**config.mk**
```make
export PLATFORM = sky130hd
export DESIGN_NAME = stereo_pixel_composer
export DESIGN_NICKNAME = d
export VERILOG_FILES = /design/src/hw/rtl/spc_pkg.sv /design/src/hw/rtl/spc_cfg.sv /design/src/hw/rtl/spc_raster.sv /design/src/hw/rtl/spc_compose.sv /design/src/hw/rtl/stereo_pixel_composer.sv
export VERILOG_INCLUDE_DIRS = /design/src /design/src/hw/rtl
export SDC_FILE = /design/constraint.sdc
export NUM_CORES = 1
export LEC_CHECK = 0
export BUFFER_PORTS_ARGS = -buffer_cell sky130_fd_sc_hd__buf_2
export CORE_MARGIN = 2
export CORE_UTILIZATION = 50
export DETAILED_ROUTE_END_ITERATION = 12
export GPL_TIMING_DRIVEN = 0
export MAX_ROUTING_LAYER = met4
export PLACE_DENSITY_LB_ADDON = 0.1
export SLEW_MARGIN = 20
export SYNTH_ARGS = -nofsm -noshare
export SYNTH_HDL_FRONTEND = slang
export SYNTH_SLANG_ARGS = --single-unit
```
**constraint.sdc**
```tcl
create_clock -name clk_i -period 6.9 [get_ports clk_i]
set_input_delay 1.38 -clock clk_i [delete_from_list [all_inputs] [get_ports clk_i]]
set_output_delay 1.38 -clock clk_i [all_outputs]
set_load 0.01 [all_outputs]
```
**src/hw/rtl/stereo_pixel_composer_macros.svh**
```systemverilog
// ----------------------------------------------------------------------------
// stereo_pixel_composer assertion macros
// Clocked, reset-gated property helpers for the top-level RTL.
// ----------------------------------------------------------------------------
`ifndef STEREO_PIXEL_COMPOSER_MACROS_SVH
`define STEREO_PIXEL_COMPOSER_MACROS_SVH

// same-cycle implication
`define SPC_ASSERT_NOW(lbl, ante, cons, msg) \
  lbl: assert property (@(posedge clk_i) disable iff (!rst_ni) (ante) |-> (cons)) \
    else $error(msg);

// next-cycle implication
`define SPC_ASSERT_NEXT(lbl, ante, cons, msg) \
  lbl: assert property (@(posedge clk_i) disable iff (!rst_ni) (ante) |=> (cons)) \
    else $error(msg);

`endif

```
**src/hw/rtl/spc_pkg.sv**
```systemverilog
// ----------------------------------------------------------------------------
// spc_pkg
// Shared types, register indexes and helpers of the stereo pixel composer.
// ----------------------------------------------------------------------------
package spc_pkg;

  typedef enum logic [2:0] {
    MODE_LEFT     = 3'd0,
    MODE_RIGHT    = 3'd1,
    MODE_SBS      = 3'd2,
    MODE_ANAGLYPH = 3'd3,
    MODE_ROW      = 3'd4,
    MODE_COLUMN   = 3'd5,
    MODE_BLEND    = 3'd6,
    MODE_LEFT_ALT = 3'd7
  } mode_e;

  localparam int unsigned CFG_IDX_W  = 3;
  localparam int unsigned CFG_DATA_W = 13;
  localparam int unsigned SIZE_W     = 13;
  localparam int unsigned PIX_W      = 32;
  localparam int unsigned OCOL_W     = 13;
  localparam int unsigned OROW_W     = 12;

  localparam logic [CFG_IDX_W-1:0] REG_MODE   = 3'd0;
  localparam logic [CFG_IDX_W-1:0] REG_SWAP   = 3'd1;
  localparam logic [CFG_IDX_W-1:0] REG_WIDTH  = 3'd2;
  localparam logic [CFG_IDX_W-1:0] REG_HEIGHT = 3'd3;
  localparam logic [CFG_IDX_W-1:0] REG_LEFT   = 3'd4;
  localparam logic [CFG_IDX_W-1:0] REG_RIGHT  = 3'd5;

  localparam logic [SIZE_W-1:0] WIDTH_RST  = 13'd640;
  localparam logic [SIZE_W-1:0] HEIGHT_RST = 13'd480;

  localparam logic [7:0] ALPHA_OPAQUE = 8'hFF;

  typedef struct packed {
    mode_e              mode;
    logic               swap;
    logic [SIZE_W-1:0]  width_raw;
    logic [SIZE_W-1:0]  height_raw;
    logic               left_on;
    logic               right_on;
  } cfg_t;

  typedef struct packed {
    logic [PIX_W-1:0]  pixel;
    logic [OCOL_W-1:0] column;
    logic              last;
  } res_t;

  // truncated per-channel average of two ARGB pixels
  function automatic logic [PIX_W-1:0] blend_argb(input logic [PIX_W-1:0] a,
                                                  input logic [PIX_W-1:0] b);
    logic [PIX_W-1:0] r;
    logic [8:0]       s;
    r = '0;
    for (int c = 0; c < 4; c++) begin
      s = {1'b0, a[8*c +: 8]} + {1'b0, b[8*c +: 8]};
      r[8*c +: 8] = s[8:1];
    end
    return r;
  endfunction

endpackage

```
**src/hw/rtl/spc_cfg.sv**
```systemverilog
// ----------------------------------------------------------------------------
// spc_cfg
// Configuration registers and clamped frame size.
// ----------------------------------------------------------------------------
module spc_cfg #(
  parameter int unsigned MAX_WIDTH  = 4096,
  parameter int unsigned MAX_HEIGHT = 4096,
  parameter int unsigned CW         = $clog2(MAX_WIDTH) + 1,
  parameter int unsigned CH         = $clog2(MAX_HEIGHT) + 1
) (
  input  logic                             clk_i,
  input  logic                             rst_ni,
  input  logic                             cfg_we_i,
  input  logic [spc_pkg::CFG_IDX_W-1:0]    cfg_index_i,
  input  logic [spc_pkg::CFG_DATA_W-1:0]   cfg_wdata_i,
  output spc_pkg::cfg_t                    cfg_o,
  output logic [CW-1:0]                    width_o,
  output logic [CH-1:0]                    height_o
);

  spc_pkg::cfg_t cfg_q;

  always_ff @(posedge clk_i or negedge rst_ni) begin
    if (!rst_ni) begin
      cfg_q.mode       <= spc_pkg::MODE_LEFT;
      cfg_q.swap       <= 1'b0;
      cfg_q.width_raw  <= spc_pkg::WIDTH_RST;
      cfg_q.height_raw <= spc_pkg::HEIGHT_RST;
      cfg_q.left_on    <= 1'b1;
      cfg_q.right_on   <= 1'b1;
    end else if (cfg_we_i) begin
      case (cfg_index_i)
        spc_pkg::REG_MODE:   cfg_q.mode       <= spc_pkg::mode_e'(cfg_wdata_i[2:0]);
        spc_pkg::REG_SWAP:   cfg_q.swap       <= cfg_wdata_i[0];
        spc_pkg::REG_WIDTH:  cfg_q.width_raw  <= cfg_wdata_i;
        spc_pkg::REG_HEIGHT: cfg_q.height_raw <= cfg_wdata_i;
        spc_pkg::REG_LEFT:   cfg_q.left_on    <= cfg_wdata_i[0];
        spc_pkg::REG_RIGHT:  cfg_q.right_on   <= cfg_wdata_i[0];
        default: ;
      endcase
    end
  end

  // zero counts as one, oversize saturates at the maximum
  always_comb begin
    if (cfg_q.width_raw == '0) begin
      width_o = CW'(1);
    end else if ({1'b0, cfg_q.width_raw} > 14'(MAX_WIDTH)) begin
      width_o = CW'(MAX_WIDTH);
    end else begin
      width_o = CW'(cfg_q.width_raw);
    end
    if (cfg_q.height_raw == '0) begin
      height_o = CH'(1);
    end else if ({1'b0, cfg_q.height_raw} > 14'(MAX_HEIGHT)) begin
      height_o = CH'(MAX_HEIGHT);
    end else begin
      height_o = CH'(cfg_q.height_raw);
    end
  end

  assign cfg_o = cfg_q;

endmodule

```
**src/hw/rtl/spc_raster.sv**
```systemverilog
// ----------------------------------------------------------------------------
// spc_raster
// Column and row counters; position and end-of-frame flag of the next item.
// ----------------------------------------------------------------------------
module spc_raster #(
  parameter int unsigned XW = 12,
  parameter int unsigned YW = 12
) (
  input  logic            clk_i,
  input  logic            rst_ni,
  input  logic            step_i,
  input  logic [XW:0]     width_i,
  input  logic [YW:0]     height_i,
  output logic [XW-1:0]   x_o,
  output logic [YW-1:0]   y_o,
  output logic            frame_end_o
);

  logic [XW-1:0] x_q, x_d;
  logic [YW-1:0] y_q, y_d;
  logic [XW:0]   x_inc;
  logic [YW:0]   y_inc;
  logic          row_end;

  // at-or-past compares also catch counters left over from a larger size
  assign x_inc       = {1'b0, x_q} + (XW+1)'(1);
  assign y_inc       = {1'b0, y_q} + (YW+1)'(1);
  assign row_end     = x_inc >= width_i;
  assign frame_end_o = row_end && (y_inc >= height_i);

  always_comb begin
    x_d = x_q;
    y_d = y_q;
    if (step_i) begin
      if (row_end) begin
        x_d = '0;
        y_d = frame_end_o ? '0 : y_inc[YW-1:0];
      end else begin
        x_d = x_inc[XW-1:0];
      end
    end
  end

  always_ff @(posedge clk_i or negedge rst_ni) begin
    if (!rst_ni) begin
      x_q <= '0;
      y_q <= '0;
    end else begin
      x_q <= x_d;
      y_q <= y_d;
    end
  end

  assign x_o = x_q;
  assign y_o = y_q;

endmodule

```
**src/hw/rtl/spc_compose.sv**
```systemverilog
// ----------------------------------------------------------------------------
// spc_compose
// Pixel selection and mixing for one pixel pair; phase picks the second
// result of side by side.
// ----------------------------------------------------------------------------
module spc_compose #(
  parameter int unsigned XW = 12,
  parameter int unsigned YW = 12
) (
  input  spc_pkg::cfg_t                cfg_i,
  input  logic [XW:0]                  width_i,
  input  logic [spc_pkg::PIX_W-1:0]    left_i,
  input  logic [spc_pkg::PIX_W-1:0]    right_i,
  input  logic [XW-1:0]                x_i,
  input  logic [YW-1:0]                y_i,
  input  logic                         phase_i,
  output spc_pkg::res_t                res_o,
  output logic [1:0]                   count_o
);

  logic [spc_pkg::PIX_W-1:0] lp, rp, pix;
  logic                      lhas, rhas;
  logic [XW+1:0]             col_sum;

  assign lp   = cfg_i.swap ? right_i : left_i;
  assign rp   = cfg_i.swap ? left_i : right_i;
  assign lhas = cfg_i.swap ? cfg_i.right_on : cfg_i.left_on;
  assign rhas = cfg_i.swap ? cfg_i.left_on : cfg_i.right_on;

  assign col_sum = {1'b0, width_i} + (XW+2)'(x_i);

  always_comb begin
    case (cfg_i.mode)
      spc_pkg::MODE_RIGHT:    pix = rp;
      spc_pkg::MODE_SBS:      pix = phase_i ? rp : lp;
      spc_pkg::MODE_ANAGLYPH: pix = {spc_pkg::ALPHA_OPAQUE, lp[23:16], rp[15:0]};
      spc_pkg::MODE_ROW:      pix = y_i[0] ? rp : lp;
      spc_pkg::MODE_COLUMN:   pix = x_i[0] ? rp : lp;
      spc_pkg::MODE_BLEND:    pix = spc_pkg::blend_argb(lp, rp);
      default:                pix = lp;
    endcase

    res_o.column = spc_pkg::OCOL_W'(x_i);
    res_o.last   = 1'b1;
    count_o      = 2'd1;
    if (lhas && rhas) begin
      res_o.pixel = pix;
      if (cfg_i.mode == spc_pkg::MODE_SBS) begin
        count_o = 2'd2;
        res_o.last = phase_i;
        if (phase_i) begin
          res_o.column = spc_pkg::OCOL_W'(col_sum);
        end
      end
    end else if (lhas) begin
      res_o.pixel = lp;
    end else begin
      res_o.pixel = rp;
      if (!rhas) begin
        count_o = 2'd0;
      end
    end
  end

endmodule

```
**src/hw/rtl/stereo_pixel_composer.sv**
```systemverilog
// Pipeline: an accepted item is held in the input register; its result is then
//   loaded into the output register once that register is free.
// Throughput: one item per cycle while the output is not stalled; side by side
//   gives two results per item, and the single output register carries one a cycle.
// Reset: asynchronous, active low; counters clear, registers take their
//   reset values, both stages empty.
// ----------------------------------------------------------------------------
// stereo_pixel_composer
// Composes left/right camera pixel pairs into stereo output pixels.
// ----------------------------------------------------------------------------
`include "stereo_pixel_composer_macros.svh"

module stereo_pixel_composer #(
  parameter int unsigned MAX_WIDTH  = 4096,
  parameter int unsigned MAX_HEIGHT = 4096
) (
  input  logic                             clk_i,
  input  logic                             rst_ni,
  input  logic                             cfg_we_i,
  input  logic [spc_pkg::CFG_IDX_W-1:0]    cfg_index_i,
  input  logic [spc_pkg::CFG_DATA_W-1:0]   cfg_wdata_i,
  input  logic                             in_valid_i,
  output logic                             in_ready_o,
  input  logic [spc_pkg::PIX_W-1:0]        left_pixel_i,
  input  logic [spc_pkg::PIX_W-1:0]        right_pixel_i,
  output logic                             out_valid_o,
  input  logic                             out_ready_i,
  output logic [spc_pkg::PIX_W-1:0]        out_pixel_o,
  output logic [spc_pkg::OCOL_W-1:0]       out_column_o,
  output logic [spc_pkg::OROW_W-1:0]       out_row_o,
  output logic                             frame_done_o,
  output logic                             last_of_item_o
);

  localparam int unsigned XW = $clog2(MAX_WIDTH);
  localparam int unsigned YW = $clog2(MAX_HEIGHT);

  spc_pkg::cfg_t cfg;
  logic [XW:0]   width;
  logic [YW:0]   height;
  logic [XW-1:0] cur_x;
  logic [YW-1:0] cur_y;
  logic          cur_done;
  logic          in_fire;

  // input stage
  logic                      a_valid_q, a_phase_q, a_done_q;
  logic [spc_pkg::PIX_W-1:0] a_left_q, a_right_q;
  logic [XW-1:0]             a_x_q;
  logic [YW-1:0]             a_y_q;

  // output stage
  logic                       b_valid_q;
  logic [spc_pkg::PIX_W-1:0]  b_pixel_q;
  logic [spc_pkg::OCOL_W-1:0] b_column_q;
  logic [spc_pkg::OROW_W-1:0] b_row_q;
  logic                       b_done_q, b_last_q;

  spc_pkg::res_t res;
  logic [1:0]    res_count;
  logic          slot_free, b_load, a_retire;

  spc_cfg #(
    .MAX_WIDTH  (MAX_WIDTH),
    .MAX_HEIGHT (MAX_HEIGHT),
    .CW         (XW + 1),
    .CH         (YW + 1)
  ) u_cfg (
    .clk_i       (clk_i),
    .rst_ni      (rst_ni),
    .cfg_we_i    (cfg_we_i),
    .cfg_index_i (cfg_index_i),
    .cfg_wdata_i (cfg_wdata_i),
    .cfg_o       (cfg),
    .width_o     (width),
    .height_o    (height)
  );

  spc_raster #(
    .XW (XW),
    .YW (YW)
  ) u_raster (
    .clk_i       (clk_i),
    .rst_ni      (rst_ni),
    .step_i      (in_fire),
    .width_i     (width),
    .height_i    (height),
    .x_o         (cur_x),
    .y_o         (cur_y),
    .frame_end_o (cur_done)
  );

  spc_compose #(
    .XW (XW),
    .YW (YW)
  ) u_compose (
    .cfg_i   (cfg),
    .width_i (width),
    .left_i  (a_left_q),
    .right_i (a_right_q),
    .x_i     (a_x_q),
    .y_i     (a_y_q),
    .phase_i (a_phase_q),
    .res_o   (res),
    .count_o (res_count)
  );

  assign slot_free = !b_valid_q || out_ready_i;
  assign b_load    = a_valid_q && (res_count != 2'd0) && slot_free;
  // an item with no source leaves without using the output slot
  assign a_retire  = a_valid_q && ((res_count == 2'd0) || (slot_free && res.last));
  assign in_ready_o = !a_valid_q || a_retire;
  assign in_fire    = in_valid_i && in_ready_o;

  always_ff @(posedge clk_i or negedge rst_ni) begin
    if (!rst_ni) begin
      a_valid_q <= 1'b0;
      a_phase_q <= 1'b0;
    end else begin
      if (in_fire) begin
        a_valid_q <= 1'b1;
      end else if (a_retire) begin
        a_valid_q <= 1'b0;
      end
      if (a_retire) begin
        a_phase_q <= 1'b0;
      end else if (b_load) begin
        a_phase_q <= 1'b1;
      end
    end
  end

  always_ff @(posedge clk_i) begin
    if (in_fire) begin
      a_left_q  <= left_pixel_i;
      a_right_q <= right_pixel_i;
      a_x_q     <= cur_x;
      a_y_q     <= cur_y;
      a_done_q  <= cur_done;
    end
  end

  always_ff @(posedge clk_i or negedge rst_ni) begin
    if (!rst_ni) begin
      b_valid_q <= 1'b0;
    end else if (slot_free) begin
      b_valid_q <= b_load;
    end
  end

  always_ff @(posedge clk_i) begin
    if (b_load) begin
      b_pixel_q  <= res.pixel;
      b_column_q <= res.column;
      b_row_q    <= spc_pkg::OROW_W'(a_y_q);
      b_done_q   <= a_done_q;
      b_last_q   <= res.last;
    end
  end

  assign out_valid_o    = b_valid_q;
  assign out_pixel_o    = b_pixel_q;
  assign out_column_o   = b_column_q;
  assign out_row_o      = b_row_q;
  assign frame_done_o   = b_done_q;
  assign last_of_item_o = b_last_q;

  `SPC_ASSERT_NOW(a_phase_has_item, a_phase_q, a_valid_q,
    "second-result phase set with empty input stage")
  `SPC_ASSERT_NEXT(a_sbs_second_follows, out_valid_o && out_ready_i && !last_of_item_o,
    out_valid_o && last_of_item_o,
    "second side-by-side result did not follow its first")
  `SPC_ASSERT_NOW(a_empty_takes_input, !a_valid_q, in_ready_o,
    "input stalled while input stage empty")

endmodule

```
==> summary.txt, run 1 <==
Status
  – Status: complete, no violations

Synthesis
  – Top cells by area, synth: edfxtp_1 37%, dfrtp_1 11%, ha_1 7.2%
  – Asr flop ratio synth: 0.2850
  – Synth cell count leaders: 148 x edfxtp_1, 90 x nand2_1, 73 x mux2_2
  – Synthesized Nets: 1215
  – Post-synth EDFFs: 148
  – Primary FF master, synth: edfxtp_1
  – Yosys reg bits: 207
  – Share of Yosys cell area claimed by the top area cell type: 0.3743
  – Syn Inst Count: 1057
  – Yosys warning count: 0
  – Synth area leader: edfxtp_1
  – Unique masters post-synth: 76
  – Synthesized area: 0.01187 mm²
  – Syn Area/Cell: 11.23 µm²
  – Most frequent cell after synthesis: edfxtp_1
  – Register area share after synthesis: 0.4995

Die
  – Number of top-level pins: 146
  – Core area: 0.02340 mm²
  – Die Height: 158.1 µm
  – Die Wd: 158.1 µm
  – Starting density of the core: 0.5074
  – Std-Cell Rows: 56
  – Die ar.: 0.02500 mm²

Layout
  – Area delta synth->final: 16.79%
  – Fillers: 2066
  – Multi-input logic area: 0.005584 mm²
  – Antenna Cells: 0
  – Seq. cell area: 0.005931 mm²
  – Layout cells sized above 1: 0.2394
  – Nets@finish: 1389
  – Post-layout util: 0.5925

Clock tree
  – CTS Buf Count: 24
  – Clock root buffer: clkbuf_16
  – PostCTS Resize Cnt: 0
  – CTS tree: built
  – Reg clk slew, reported paths: 0.06 ns
  – Setup Fix Bufs, Post-CTS: 0
  – Sinks on Clock Net: 207
  – Post-CTS Hold Buffers: 0
  – Clock Tree Buf Depth: 3
  – # H-tree levels: 1
  – Worst skew pair latency: 0.52 ns

Run
  – Maxcap violations: 0

STA
  – Setup violators final: 0
  – Clk_skew: 0.01685 ns
  – RSZ-0062 raised after global routing: false
  – Final setup TNS: 0 ns
  – Rel. slew slack: 0.3714
  – Tmin final: 3.678 ns
  – Hold Vio Cnt, Final: 0
  – Least-Margin Pin Slew: 0.9429 ns
  – Final period utilization: 0.5331
  – Slew Limit Fails: 0
  – Fmax: 271.9 MHz

Worst setup path
  – Critical Path Sink: out_pixel_o[22]$_DFFE_PP_
  – Crit start category: register
  – Critical Path RT: 7.15 ns
  – R2r startpoint: u_cfg.cfg_o[28]$_DFFE_PN0P_
  – Worst Setup End Kind: register
  – Setup CP Type: reg -> reg
  – FF-to-FF path depth: 11
  – Worst-path fanout max: 10
  – Reg2reg end: out_pixel_o[22]$_DFFE_PP_
  – Crit. Startpoint: u_cfg.cfg_o[28]$_DFFE_PN0P_
  – Critical Path AT: 3.93 ns
  – R2R Setup Slk: 3.22 ns

Global route
  – Largest net degree at the start of global routing: 60
  – Initial antenna violation count: 0
  – Vias in the first global route: 8830
  – First-pass GRT wire length: 46070 µm
  – Grt total ovfl: 0
  – All-layer global routing usage: 0.2417

Drt
  – DRC viols: 0
  – DRT Pass-1 Iters: 5
  – Final wirelength: 29440 µm
  – Initial DRC count: 647
  – Antenna Nets Post-Route: 0
  – Routed vias: 9039
  – Metal2 WL: 14060 µm
  – DR WL/cell: 18.77 µm
  – DR vias/cell: 5.765
  – Routed length on met1: 12900 µm
  – Met3 wire length: 1804 µm
  – Top Layer Used: met4

Placed design
  – Input/output buffers: 145
  – Final RePlAce weighted congestion: 0.8709
  – Detailed placer's ending HPWL: 21530 µm

Hold path
  – Beginning of the worst hold path: a_y_q[11]$_DFFE_PP_
  – Hold Path Class: reg -> reg

Power
  – Leakage: 5.785 nW
  – VDD IR max: 0.0001943 V
  – Power per cell area: 321.6 mW/mm²
[metal layers]
layer | global-route usage | vias up
li1 | - | 4355
met1 | 0.3120 | 4338
met2 | 0.3971 | 302
met3 | 0.03915 | 44
met4 | 0.06821 | 0
met5 | - | -
[critical path, cell delays in order, from the launching register on]
cell,delay [ns]
dfrtp_1,0.31
buf_2,0.23
buf_2,0.36
buf_2,0.38
buf_1,0.55
mux2_2,0.41
ha_1,0.35
nand2_1,0.06
o21ai_0,0.34
a211oi_1,0.14
a41oi_1,0.18
o211ai_1,0.11
[through the flow]
| stage | instances | instance area (µm²) | hold WS, ns | total power [mW] | worst slack [ns] |
|---|---|---|---|---|---|
| after floorplan | 1057 | 11870 | 0.4003 | 2.782 | 2.231 |
| after global placement | 1521 | 13000 | 0.4059 | 3.205 | 0.4886 |
| after detailed placement | 1524 | 13090 | 0.4045 | 3.238 | 3.215 |
| after CTS | 1568 | 13870 | 0.4189 | 4.493 | 3.213 |
| after global routing | 1568 | 13870 | 0.4258 | 4.745 | 2.962 |
| final | 1568 | 13870 | 0.4161 | 4.459 | 3.222 |
[cells by family after synthesis]
logic type	synth area share
compound gates	0.1596
simple gates	0.1083
flops	0.4995
mux	0.08915
buf+inv	0.03087
fa+ha+maj	0.08008
xor+xnor	0.03246
[sequential cells by signal (all words and copies together) (netlist names)]
name	count
a_left_q	32
out_row_o	12
out_valid_o	1
out_column_o	13
a_x_q	12
u_raster.y_o	12
a_done_q	1
last_of_item_o	1
a_phase_q	1
out_pixel_o	32
frame_done_o	1
a_right_q	32
u_raster.x_o	12
a_y_q	12
u_cfg.cfg_o	32
a_valid_q	1
[cell type report]
class                      count  share of cell area
sequential                   207              0.4277
tap                          319             0.02878
buffer                        39             0.01390
clock buffer                  35             0.05071
clock inverter                 9            0.005323
inverter                      48             0.01299
timing repair buffer         148             0.05793
multi-input combinational    763              0.4027
[how the worst min path moves through the flow]
stage                                    to  cells past startpoint
floorplan            frame_done_o$_DFFE_PP_                      0
global placement     out_row_o[6]$_DFFE_PP_                      0
detailed placement  out_row_o[11]$_DFFE_PP_                      0
CTS                  out_row_o[6]$_DFFE_PP_                      0
global route         out_row_o[1]$_DFFE_PP_                      0
finish              out_row_o[11]$_DFFE_PP_                      0
[cells in the final DEF, fill, tap and decap left out, drive strengths merged, types with 19 or more instances in the layout]
cell type and instances:
mux2 78, a21oi 51, dfrtp 51, o21ai 71, clkbuf 50, nand3 25
buf 172, nor2 59, xor2 19, inv 48, xnor2 25, nand2 90
edfxtp 148, ha 68
[where the power goes]
part	switching (mW)	total (mW)	leakage, nW	internal (mW)
clock	0.488	1.23	0.381	0.742
sequential	0.121	1.70	2.16	1.58
combinational	0.893	1.53	3.24	0.636
total	1.50	4.46	5.79	2.96
(Power assumes the default switching activity.)
==> inputs of run 2 (changes only) <==
==> constraint.sdc (replaced) <==
create_clock -name clk_i -period 3.8 [get_ports clk_i]
set_input_delay 0.76 -clock clk_i [delete_from_list [all_inputs] [get_ports clk_i]]
set_output_delay 0.76 -clock clk_i [all_outputs]
set_load 0.01 [all_outputs]
==> run 2 against run 1 <==
Against the previous run:
- clock-buffer cell count decreased by 1
- register-to-register slack got worse by 3.0 ns
- clock power increased by 69%
- utilization decreased by 0.32 points
- via count about the same
- total power increased by 79%
- critical endpoint is now out_pixel_o[31]$_DFFE_PP_
- largest cell class unchanged
==> summary.txt, run 2 (synthesis gave the netlist of run 1 again) <==
Die
  – Die Wd: 158.1 µm (unchanged)
  – Die ar.: 0.02500 mm² (unchanged)
  – Core area: 0.02340 mm² (unchanged)
  – Die Height: 158.1 µm (unchanged)
  – Number of top-level pins: 146 (unchanged)
  – Starting density of the core: 0.5074 (unchanged)
  – Std-Cell Rows: 56 (unchanged)

Drt
  – DRC viols: 0 (unchanged)
  – Routed vias: 9043 (was 9039)
  – DRT Pass-1 Iters: 8 (was 5)
  – Final wirelength: 29730 µm (was 29440 µm)
  – DR vias/cell: 5.778 (was 5.765)
  – DR WL/cell: 19.00 µm (was 18.77 µm)
  – Initial DRC count: 582 (was 647)
  – Antenna Nets Post-Route: 0 (unchanged)

Power
  – Leakage: 5.740 nW (was 5.785 nW)
  – Total chip power: 7.961 mW (was 4.459 mW)
  – VDD IR max: 0.0003177 V (was 0.0001943 V)
  – Power per cell area: 577.2 mW/mm² (was 321.6 mW/mm²)

Clock tree
  – Worst skew pair latency: 0.51 ns (was 0.52 ns)
  – Clock root buffer: clkbuf_16 (unchanged)
  – Clock Tree Buf Depth: 3 (unchanged)
  – # H-tree levels: 1 (unchanged)
  – Post-CTS Hold Buffers: 0 (unchanged)
  – CTS tree: built (unchanged)
  – CTS Buf Count: 23 (was 24)
  – Sinks on Clock Net: 207 (unchanged)
  – Reg clk slew, reported paths: 0.06 ns (about the same)

Layout
  – Fillers: 2057 (was 2066)
  – Fin cells: 1565 (was 1568)
  – Area delta synth->final: 16.15% (was 16.79%)
  – Commonest non-fill, non-tap cells in the layout: 160 x buf_2, 148 x edfxtp_1, 90 x nand2_1 (unchanged)
  – Antenna Cells: 0 (unchanged)
  – Commonest non-fill, non-tap cell in the layout: buf_2 (unchanged)
  – Nets@finish: 1388 (was 1389)
  – Layout cells sized above 1: 0.2360 (was 0.2394)

Run
  – Maxcap violations: 0 (unchanged)

STA
  – Setup violators final: 0 (unchanged)
  – Clk_skew: 0.01141 ns (was 0.01685 ns)
  – Hold Vio Cnt, Final: 0 (unchanged)
  – Final period utilization: 0.9289 (was 0.5331)
  – RSZ-0062 raised after global routing: false (unchanged)
  – Slew Limit Fails: 0 (unchanged)
  – Final setup TNS: 0 ns (unchanged)
  – Least-Margin Pin Slew: 0.9932 ns (was 0.9429 ns)
  – Rel. slew slack: 0.3378 (was 0.3714)
  – Tmin final: 3.530 ns (was 3.678 ns)
  – Fmax: 283.3 MHz (was 271.9 MHz)

Worst setup path
  – R2r startpoint: u_cfg.cfg_o[28]$_DFFE_PN0P_ (unchanged)
  – Critical Path AT: 3.76 ns (was 3.93 ns)
  – FF-to-FF path depth: 11 (unchanged)
  – Worst-path fanout max: 10 (unchanged)
  – CP max stage cell: fa_1 (was buf_1)
  – CP cell instances: buf_2 > buf_2 > buf_2 > mux2_2 > fa_1 > a21o_1 > a21oi_1 > nor2_1 > o31a_1 > o31ai_1 > a31oi_1 (was buf_2 > buf_2 > buf_2 > buf_1 > mux2_2 > ha_1 > nand2_1 > o21ai_0 > a211oi_1 > a41oi_1 > o211ai_1)
  – Worst Setup End Kind: register (unchanged)
  – Crit path top cell by count: buf_2 (unchanged)
  – Setup CP Type: reg -> reg (unchanged)
  – Slowest Stage Delay on Critical Path: 0.44 ns (was 0.55 ns)
  – Crit. Startpoint: u_cfg.cfg_o[28]$_DFFE_PN0P_ (unchanged)
  – Critical Path RT: 4.03 ns (was 7.15 ns)
  – Crit start category: register (unchanged)

Hold path
  – Hold Path Class: in -> async (was reg -> reg)

Global route
  – First-pass GRT wire length: 46040 µm (was 46070 µm)
  – Largest net degree at the start of global routing: 64 (was 60)
  – Vias in the first global route: 8718 (was 8830)
  – All-layer global routing usage: 0.2432 (was 0.2417)
  – Grt total ovfl: 0 (unchanged)
  – Initial antenna violation count: 0 (unchanged)

Status
  – Status: complete, no violations (unchanged)

Placed design
  – Detailed placer's ending HPWL: 21840 µm (was 21530 µm)
  – Final RePlAce weighted congestion: 0.8820 (was 0.8709)
  – Input/output buffers: 145 (unchanged)
  – Inst Count DP: 1524 (unchanged)
run 2: area by class of cell:
cell class	instances	area, µm²	area share
flip-flops and latches	207	5931	0.4300
multi-input cells	763	5587	0.4051
repair buffers	148	803.3	0.05824
clock buffers	34	636.9	0.04618
well taps	319	399.1	0.02894
plain buffers	39	195.2	0.01415
inverters	48	180.2	0.01306
clock inverters	7	60.06	0.004355
run 2: path summary, 6_finish.rpt:
path	endpoint	slack, ns
hold / removal	u_raster.x_o[8]$_DFFE_PN0P_	0.34
min in group clk_i	out_row_o[1]$_DFFE_PP_	0.42
max in group asynchronous	out_valid_o$_DFFE_PN0P_	2.95
setup reg to reg	out_pixel_o[31]$_DFFE_PP_	0.27
hold reg to reg	out_row_o[1]$_DFFE_PP_	0.42
setup / recovery	out_pixel_o[31]$_DFFE_PP_	0.27
run 2: critical path, delay by kind of cell (launching register included):
family          cells  cell delay (ns)
flops               1             0.31
compound gates      5             1.07
simple gates        1             0.10
buf+inv             3             0.89
fa+ha+maj           1             0.44
mux                 1             0.42
run 2: stage by stage:
step	utilization	hold slack, ns	area (µm²)	setup WS [ns]
global route	0.5893	0.3798	13790	0.002300
CTS	0.5891	0.3499	13790	0.05259
detailed placement	0.5593	0.4070	13090	0.06700
global placement	0.5556	0.4038	13000	-0.1246
floorplan	-	0.4003	11880	0.8531
finish	0.5893	0.3357	13790	0.2702
run 2: repair_timing:
action | in CTS | in global routing
buffers inserted | 0 | 0
endpoints found under the setup margin | 0 | 16
gates resized for setup | 0 | 4
run 2: power breakdown:
part	switching [mW]	total (mW)	internal, mW
Combinational	1.63	2.79	1.15
Clock	0.859	2.08	1.22
Sequential	0.224	3.09	2.87
Total	2.72	7.96	5.24
run 2: per-layer routing:
metal	GRT usage	routed length, µm	up-vias
li1	-	-	4363
met1	0.3197	13210	4351
met2	0.3998	14210	274
met3	0.02820	1624	55
met4	0.07164	690	0
met5	-	0	-
==> inputs of run 3 (changes only) <==
--- a/config.mk
+++ b/config.mk
@@ -6,6 +6,7 @@
 export SDC_FILE = /design/constraint.sdc
 export NUM_CORES = 1
 export LEC_CHECK = 0
+export ABC_AREA = 1
 export BUFFER_PORTS_ARGS = -buffer_cell sky130_fd_sc_hd__buf_2
 export CORE_MARGIN = 2
 export CORE_UTILIZATION = 50
@@ -13,7 +14,6 @@
 export GPL_TIMING_DRIVEN = 0
 export MAX_ROUTING_LAYER = met4
 export PLACE_DENSITY_LB_ADDON = 0.1
-export SLEW_MARGIN = 20
 export SYNTH_ARGS = -nofsm -noshare
 export SYNTH_HDL_FRONTEND = slang
 export SYNTH_SLANG_ARGS = --single-unit
==> run 3 against run 2 <==
Against the previous run:
- design area grew 5.0%
- combinational power grew 30%
- maximum frequency grew 2.0%
- sequential share of layout area shrank 2.0 points
- routed wire length grew 17%
- die area grew 5.1%
- final cell count grew 31%
- sequential power grew 3%
- area after synthesis grew 5.2%
- hold slack lost 0.044 ns
- synthesized cell count grew 44%
- largest power group is now combinational cells
==> summary.txt, run 3 <==
Synthesis
  – Primary FF master, synth: edfxtp_1 (unchanged)
  – Post-synth EDFFs: 148 (unchanged)
  – Syn Inst Count: 1526 (was 1057)
  – Syn Area/Cell: 8.187 µm² (was 11.23 µm²)
  – Synth cell count leaders: 458 x nand2_1, 175 x inv_1, 148 x edfxtp_1 (was 148 x edfxtp_1, 90 x nand2_1, 73 x mux2_2)
  – Unique masters post-synth: 44 (was 76)
  – Top cells by area, synth: edfxtp_1 36%, nand2_1 14%, dfrtp_1 10% (was edfxtp_1 37%, dfrtp_1 11%, ha_1 7.2%)
  – Synthesized area: 0.01249 mm² (was 0.01187 mm²)
  – Asr flop ratio synth: 0.2850 (unchanged)
  – Synth area leader: edfxtp_1 (unchanged)
  – Synthesized Nets: 1684 (was 1215)
  – Most frequent cell after synthesis: nand2_1 (was edfxtp_1)
  – Register area share after synthesis: 0.4747 (was 0.4995)
  – Yosys warning count: 0 (unchanged)
  – Share of Yosys cell area claimed by the top area cell type: 0.3557 (was 0.3743)
  – Yosys reg bits: 207 (unchanged)

Clock tree
  – CTS tree: built (unchanged)
  – Clock Tree Buf Depth: 3 (unchanged)
  – PostCTS Resize Cnt: 0 (unchanged)
  – # H-tree levels: 1 (unchanged)
  – CTS Buf Count: 24 (was 23)
  – Worst skew pair latency: 0.54 ns (was 0.51 ns)
  – Sinks on Clock Net: 207 (unchanged)
  – Reg clk slew, reported paths: 0.06 ns (about the same)
  – Setup Fix Bufs, Post-CTS: 0 (unchanged)
  – Clock root buffer: clkbuf_16 (unchanged)
  – Post-CTS Hold Buffers: 0 (unchanged)

Worst setup path
  – Worst Setup End Kind: register (unchanged)
  – Setup CP Type: reg -> reg (unchanged)
  – Worst-path fanout max: 10 (unchanged)
  – CP cell instances: ha_1 > nand3_1 > nor2_1 > nand4_1 > nor4b_1 > ha_1 > nand2_1 > o21bai_1 > nand2_1 > a21oi_1 > nand3_1 > clkbuf_1 > o21ai_0 > inv_1 (was buf_2 > buf_2 > buf_2 > mux2_2 > fa_1 > a21o_1 > a21oi_1 > nor2_1 > o31a_1 > o31ai_1 > a31oi_1)
  – Critical Path RT: 4.10 ns (was 4.03 ns)
  – Crit start category: register (unchanged)
  – Crit. Startpoint: u_raster.x_o[0]$_DFFE_PN0P_ (was u_cfg.cfg_o[28]$_DFFE_PN0P_)
  – Slowest Stage Delay on Critical Path: 0.45 ns (was 0.44 ns)
  – Reg2reg end: a_done_q$_DFFE_PP_ (was out_pixel_o[31]$_DFFE_PP_)
  – R2r startpoint: u_raster.x_o[0]$_DFFE_PN0P_ (was u_cfg.cfg_o[28]$_DFFE_PN0P_)
  – FF-to-FF path depth: 14 (was 11)
  – Critical Path AT: 3.76 ns (about the same)
  – R2R Setup Slk: 0.34 ns (was 0.27 ns)
  – CP max stage cell: dfrtp_1 (was fa_1)
  – Critical Path Sink: a_done_q$_DFFE_PP_ (was out_pixel_o[31]$_DFFE_PP_)

Placed design
  – Final RePlAce weighted congestion: 0.9405 (was 0.8820)
  – Input/output buffers: 145 (unchanged)
  – Inst Count DP: 1998 (was 1524)
  – Detailed placer's ending HPWL: 25780 µm (was 21840 µm)

Die
  – Die Wd: 162.1 µm (was 158.1 µm)
  – Std-Cell Rows: 57 (was 56)
  – Core area: 0.02439 mm² (was 0.02340 mm²)
  – Starting density of the core: 0.5122 (was 0.5074)
  – Number of top-level pins: 146 (unchanged)
  – Die Height: 162.1 µm (was 158.1 µm)
  – Die ar.: 0.02627 mm² (was 0.02500 mm²)

Layout
  – Fin cells: 2046 (was 1565)
  – Commonest non-fill, non-tap cell in the layout: nand2_1 (was buf_2)
  – Post-layout util: 0.5935 (was 0.5893)
  – Commonest non-fill, non-tap cells in the layout: 458 x nand2_1, 175 x inv_1, 165 x buf_2 (was 160 x buf_2, 148 x edfxtp_1, 90 x nand2_1)
  – Area delta synth->final: 15.87% (was 16.15%)
  – Nets@finish: 1858 (was 1388)
  – Layout cells sized above 1: 0.1444 (was 0.2360)
  – Fillers: 2302 (was 2057)

Drt
  – Routed vias: 10988 (was 9043)
  – DRC viols: 0 (unchanged)
  – DR vias/cell: 5.370 (was 5.778)
  – DRT Pass-1 Iters: 5 (was 8)
  – Final wirelength: 34690 µm (was 29730 µm)
  – Initial DRC count: 920 (was 582)
  – DR WL/cell: 16.96 µm (was 19.00 µm)
  – Antenna Nets Post-Route: 0 (unchanged)

Status
  – Status: complete, no violations (unchanged)

Global route
  – All-layer global routing usage: 0.2717 (was 0.2432)
  – First-pass GRT wire length: 54310 µm (was 46040 µm)
  – Initial antenna violation count: 4 (was 0)
  – Grt total ovfl: 0 (unchanged)
  – Vias in the first global route: 10317 (was 8718)
  – Largest net degree at the start of global routing: 67 (was 64)

Run
  – Maxcap violations: 0 (unchanged)

STA
  – Final period utilization: 0.9110 (was 0.9289)
  – Tmin final: 3.462 ns (was 3.530 ns)
  – Slew Limit Fails: 0 (unchanged)
  – RSZ-0062 raised after global routing: false (unchanged)
  – Setup violators final: 0 (unchanged)
  – Fmax: 288.9 MHz (was 283.3 MHz)
  – Hold Vio Cnt, Final: 0 (unchanged)
  – Clk_skew: 0.01787 ns (was 0.01141 ns)
  – Least-Margin Pin Slew: 0.8633 ns (was 0.9932 ns)
  – Rel. slew slack: 0.4245 (was 0.3378)

Power
  – Leakage: 6.944 nW (was 5.740 nW)
  – Power per cell area: 623.9 mW/mm² (was 577.2 mW/mm²)
  – VDD IR max: 0.0003903 V (was 0.0003177 V)

Hold path
  – Hold Path Class: in -> async (unchanged)
[run 3: cell count changes after synthesis, sizes merged, moves of 15 or more]
| cell | before | now |
|---|---|---|
| nand2 | 90 | 458 |
| inv | 48 | 182 |
| nand3 | 25 | 112 |
| mux2 | 78 | 0 |
| o21ai | 71 | 148 |
| nor2 | 59 | 94 |
| nand4 | 5 | 36 |
| xnor2 | 25 | 6 |
| a21oi | 51 | 69 |
| or2 | 4 | 20 |
| a22o | 15 | 0 |
| o22ai | 15 | 0 |
| o31ai | 15 | 0 |
[run 3: cell families (layout without fill, tap and decap cells)]
family          count (synthesis)  in the layout  synth area share
other cells                     0              4                 0
simple gates                  745            745            0.2527
xor+xnor                       23             23           0.01612
buf+inv                       227            419           0.07131
flops                         207            207            0.4747
fa+ha+maj                      73             73           0.07611
mux                             4              4          0.003205
compound gates                247            247            0.1059
[run 3: routing by layer]
layer	wire, µm	GRT usage
met1	14960	0.3581
met2	16040	0.4342
met3	2491	0.04137
met4	1200	0.08850
met5	0	-
[run 3: worst max-delay path: cells and delay by family, from the launching register on]
kind | cells | cell delay [ns]
AND/OR/NAND/NOR | 7 | 1.40
flip-flops | 1 | 0.45
buffers and inverters | 2 | 0.37
adder cells (fa/ha/maj) | 2 | 0.54
AO/OA/AOI/OAI | 3 | 0.45
[run 3: layout make-up]
cell class,count,area [µm²],share of cell area
Tap cell,324,405.4,0.02800
Inverter,183,686.9,0.04745
Clock buffer,28,625.6,0.04322
Multi-Input combinational cell,1092,5679,0.3923
Buffer,44,206.4,0.01426
Timing Repair Buffer,148,795.8,0.05497
Clock inverter,16,136.4,0.009421
Antenna cell,4,10.01,0.0006914
Sequential cell,207,5931,0.4097
[run 3: power by group]
part | switching [mW] | total (mW) | internal [mW]
registers | 0.233 | 3.19 | 2.96
logic | 2.42 | 3.63 | 1.21
clock network | 0.945 | 2.20 | 1.26
total | 3.60 | 9.03 | 5.44
[run 3: worst min path at each step]
stage / end / slack [ns] / cells after the start
floorplan: frame_done_o$_DFFE_PP_ / 0.40 / 0
global placement: out_row_o[1]$_DFFE_PP_ / 0.40 / 0
detailed placement: out_row_o[7]$_DFFE_PP_ / 0.41 / 0
CTS: a_right_q[30]$_DFFE_PP_ / 0.37 / 1
global route: u_raster.y_o[7]$_DFFE_PN0P_ / 0.34 / 1
finish: u_raster.y_o[10]$_DFFE_PN0P_ / 0.29 / 1
[run 3: through the flow]
step	setup WS [ns]	total power [mW]	TNS [ns]	instance area, µm²	hold slack, ns
after CTS	0.3504	9.046	0	14460	0.3681
after global routing	0.1306	9.654	0	14480	0.3444
after floorplan	0.7683	5.673	0	12500	0.4003
final	0.3382	9.032	0	14480	0.2915
after detailed placement	0.3834	6.822	0	13700	0.4080
after global placement	-0.2915	6.747	-16.84	13630	0.4019
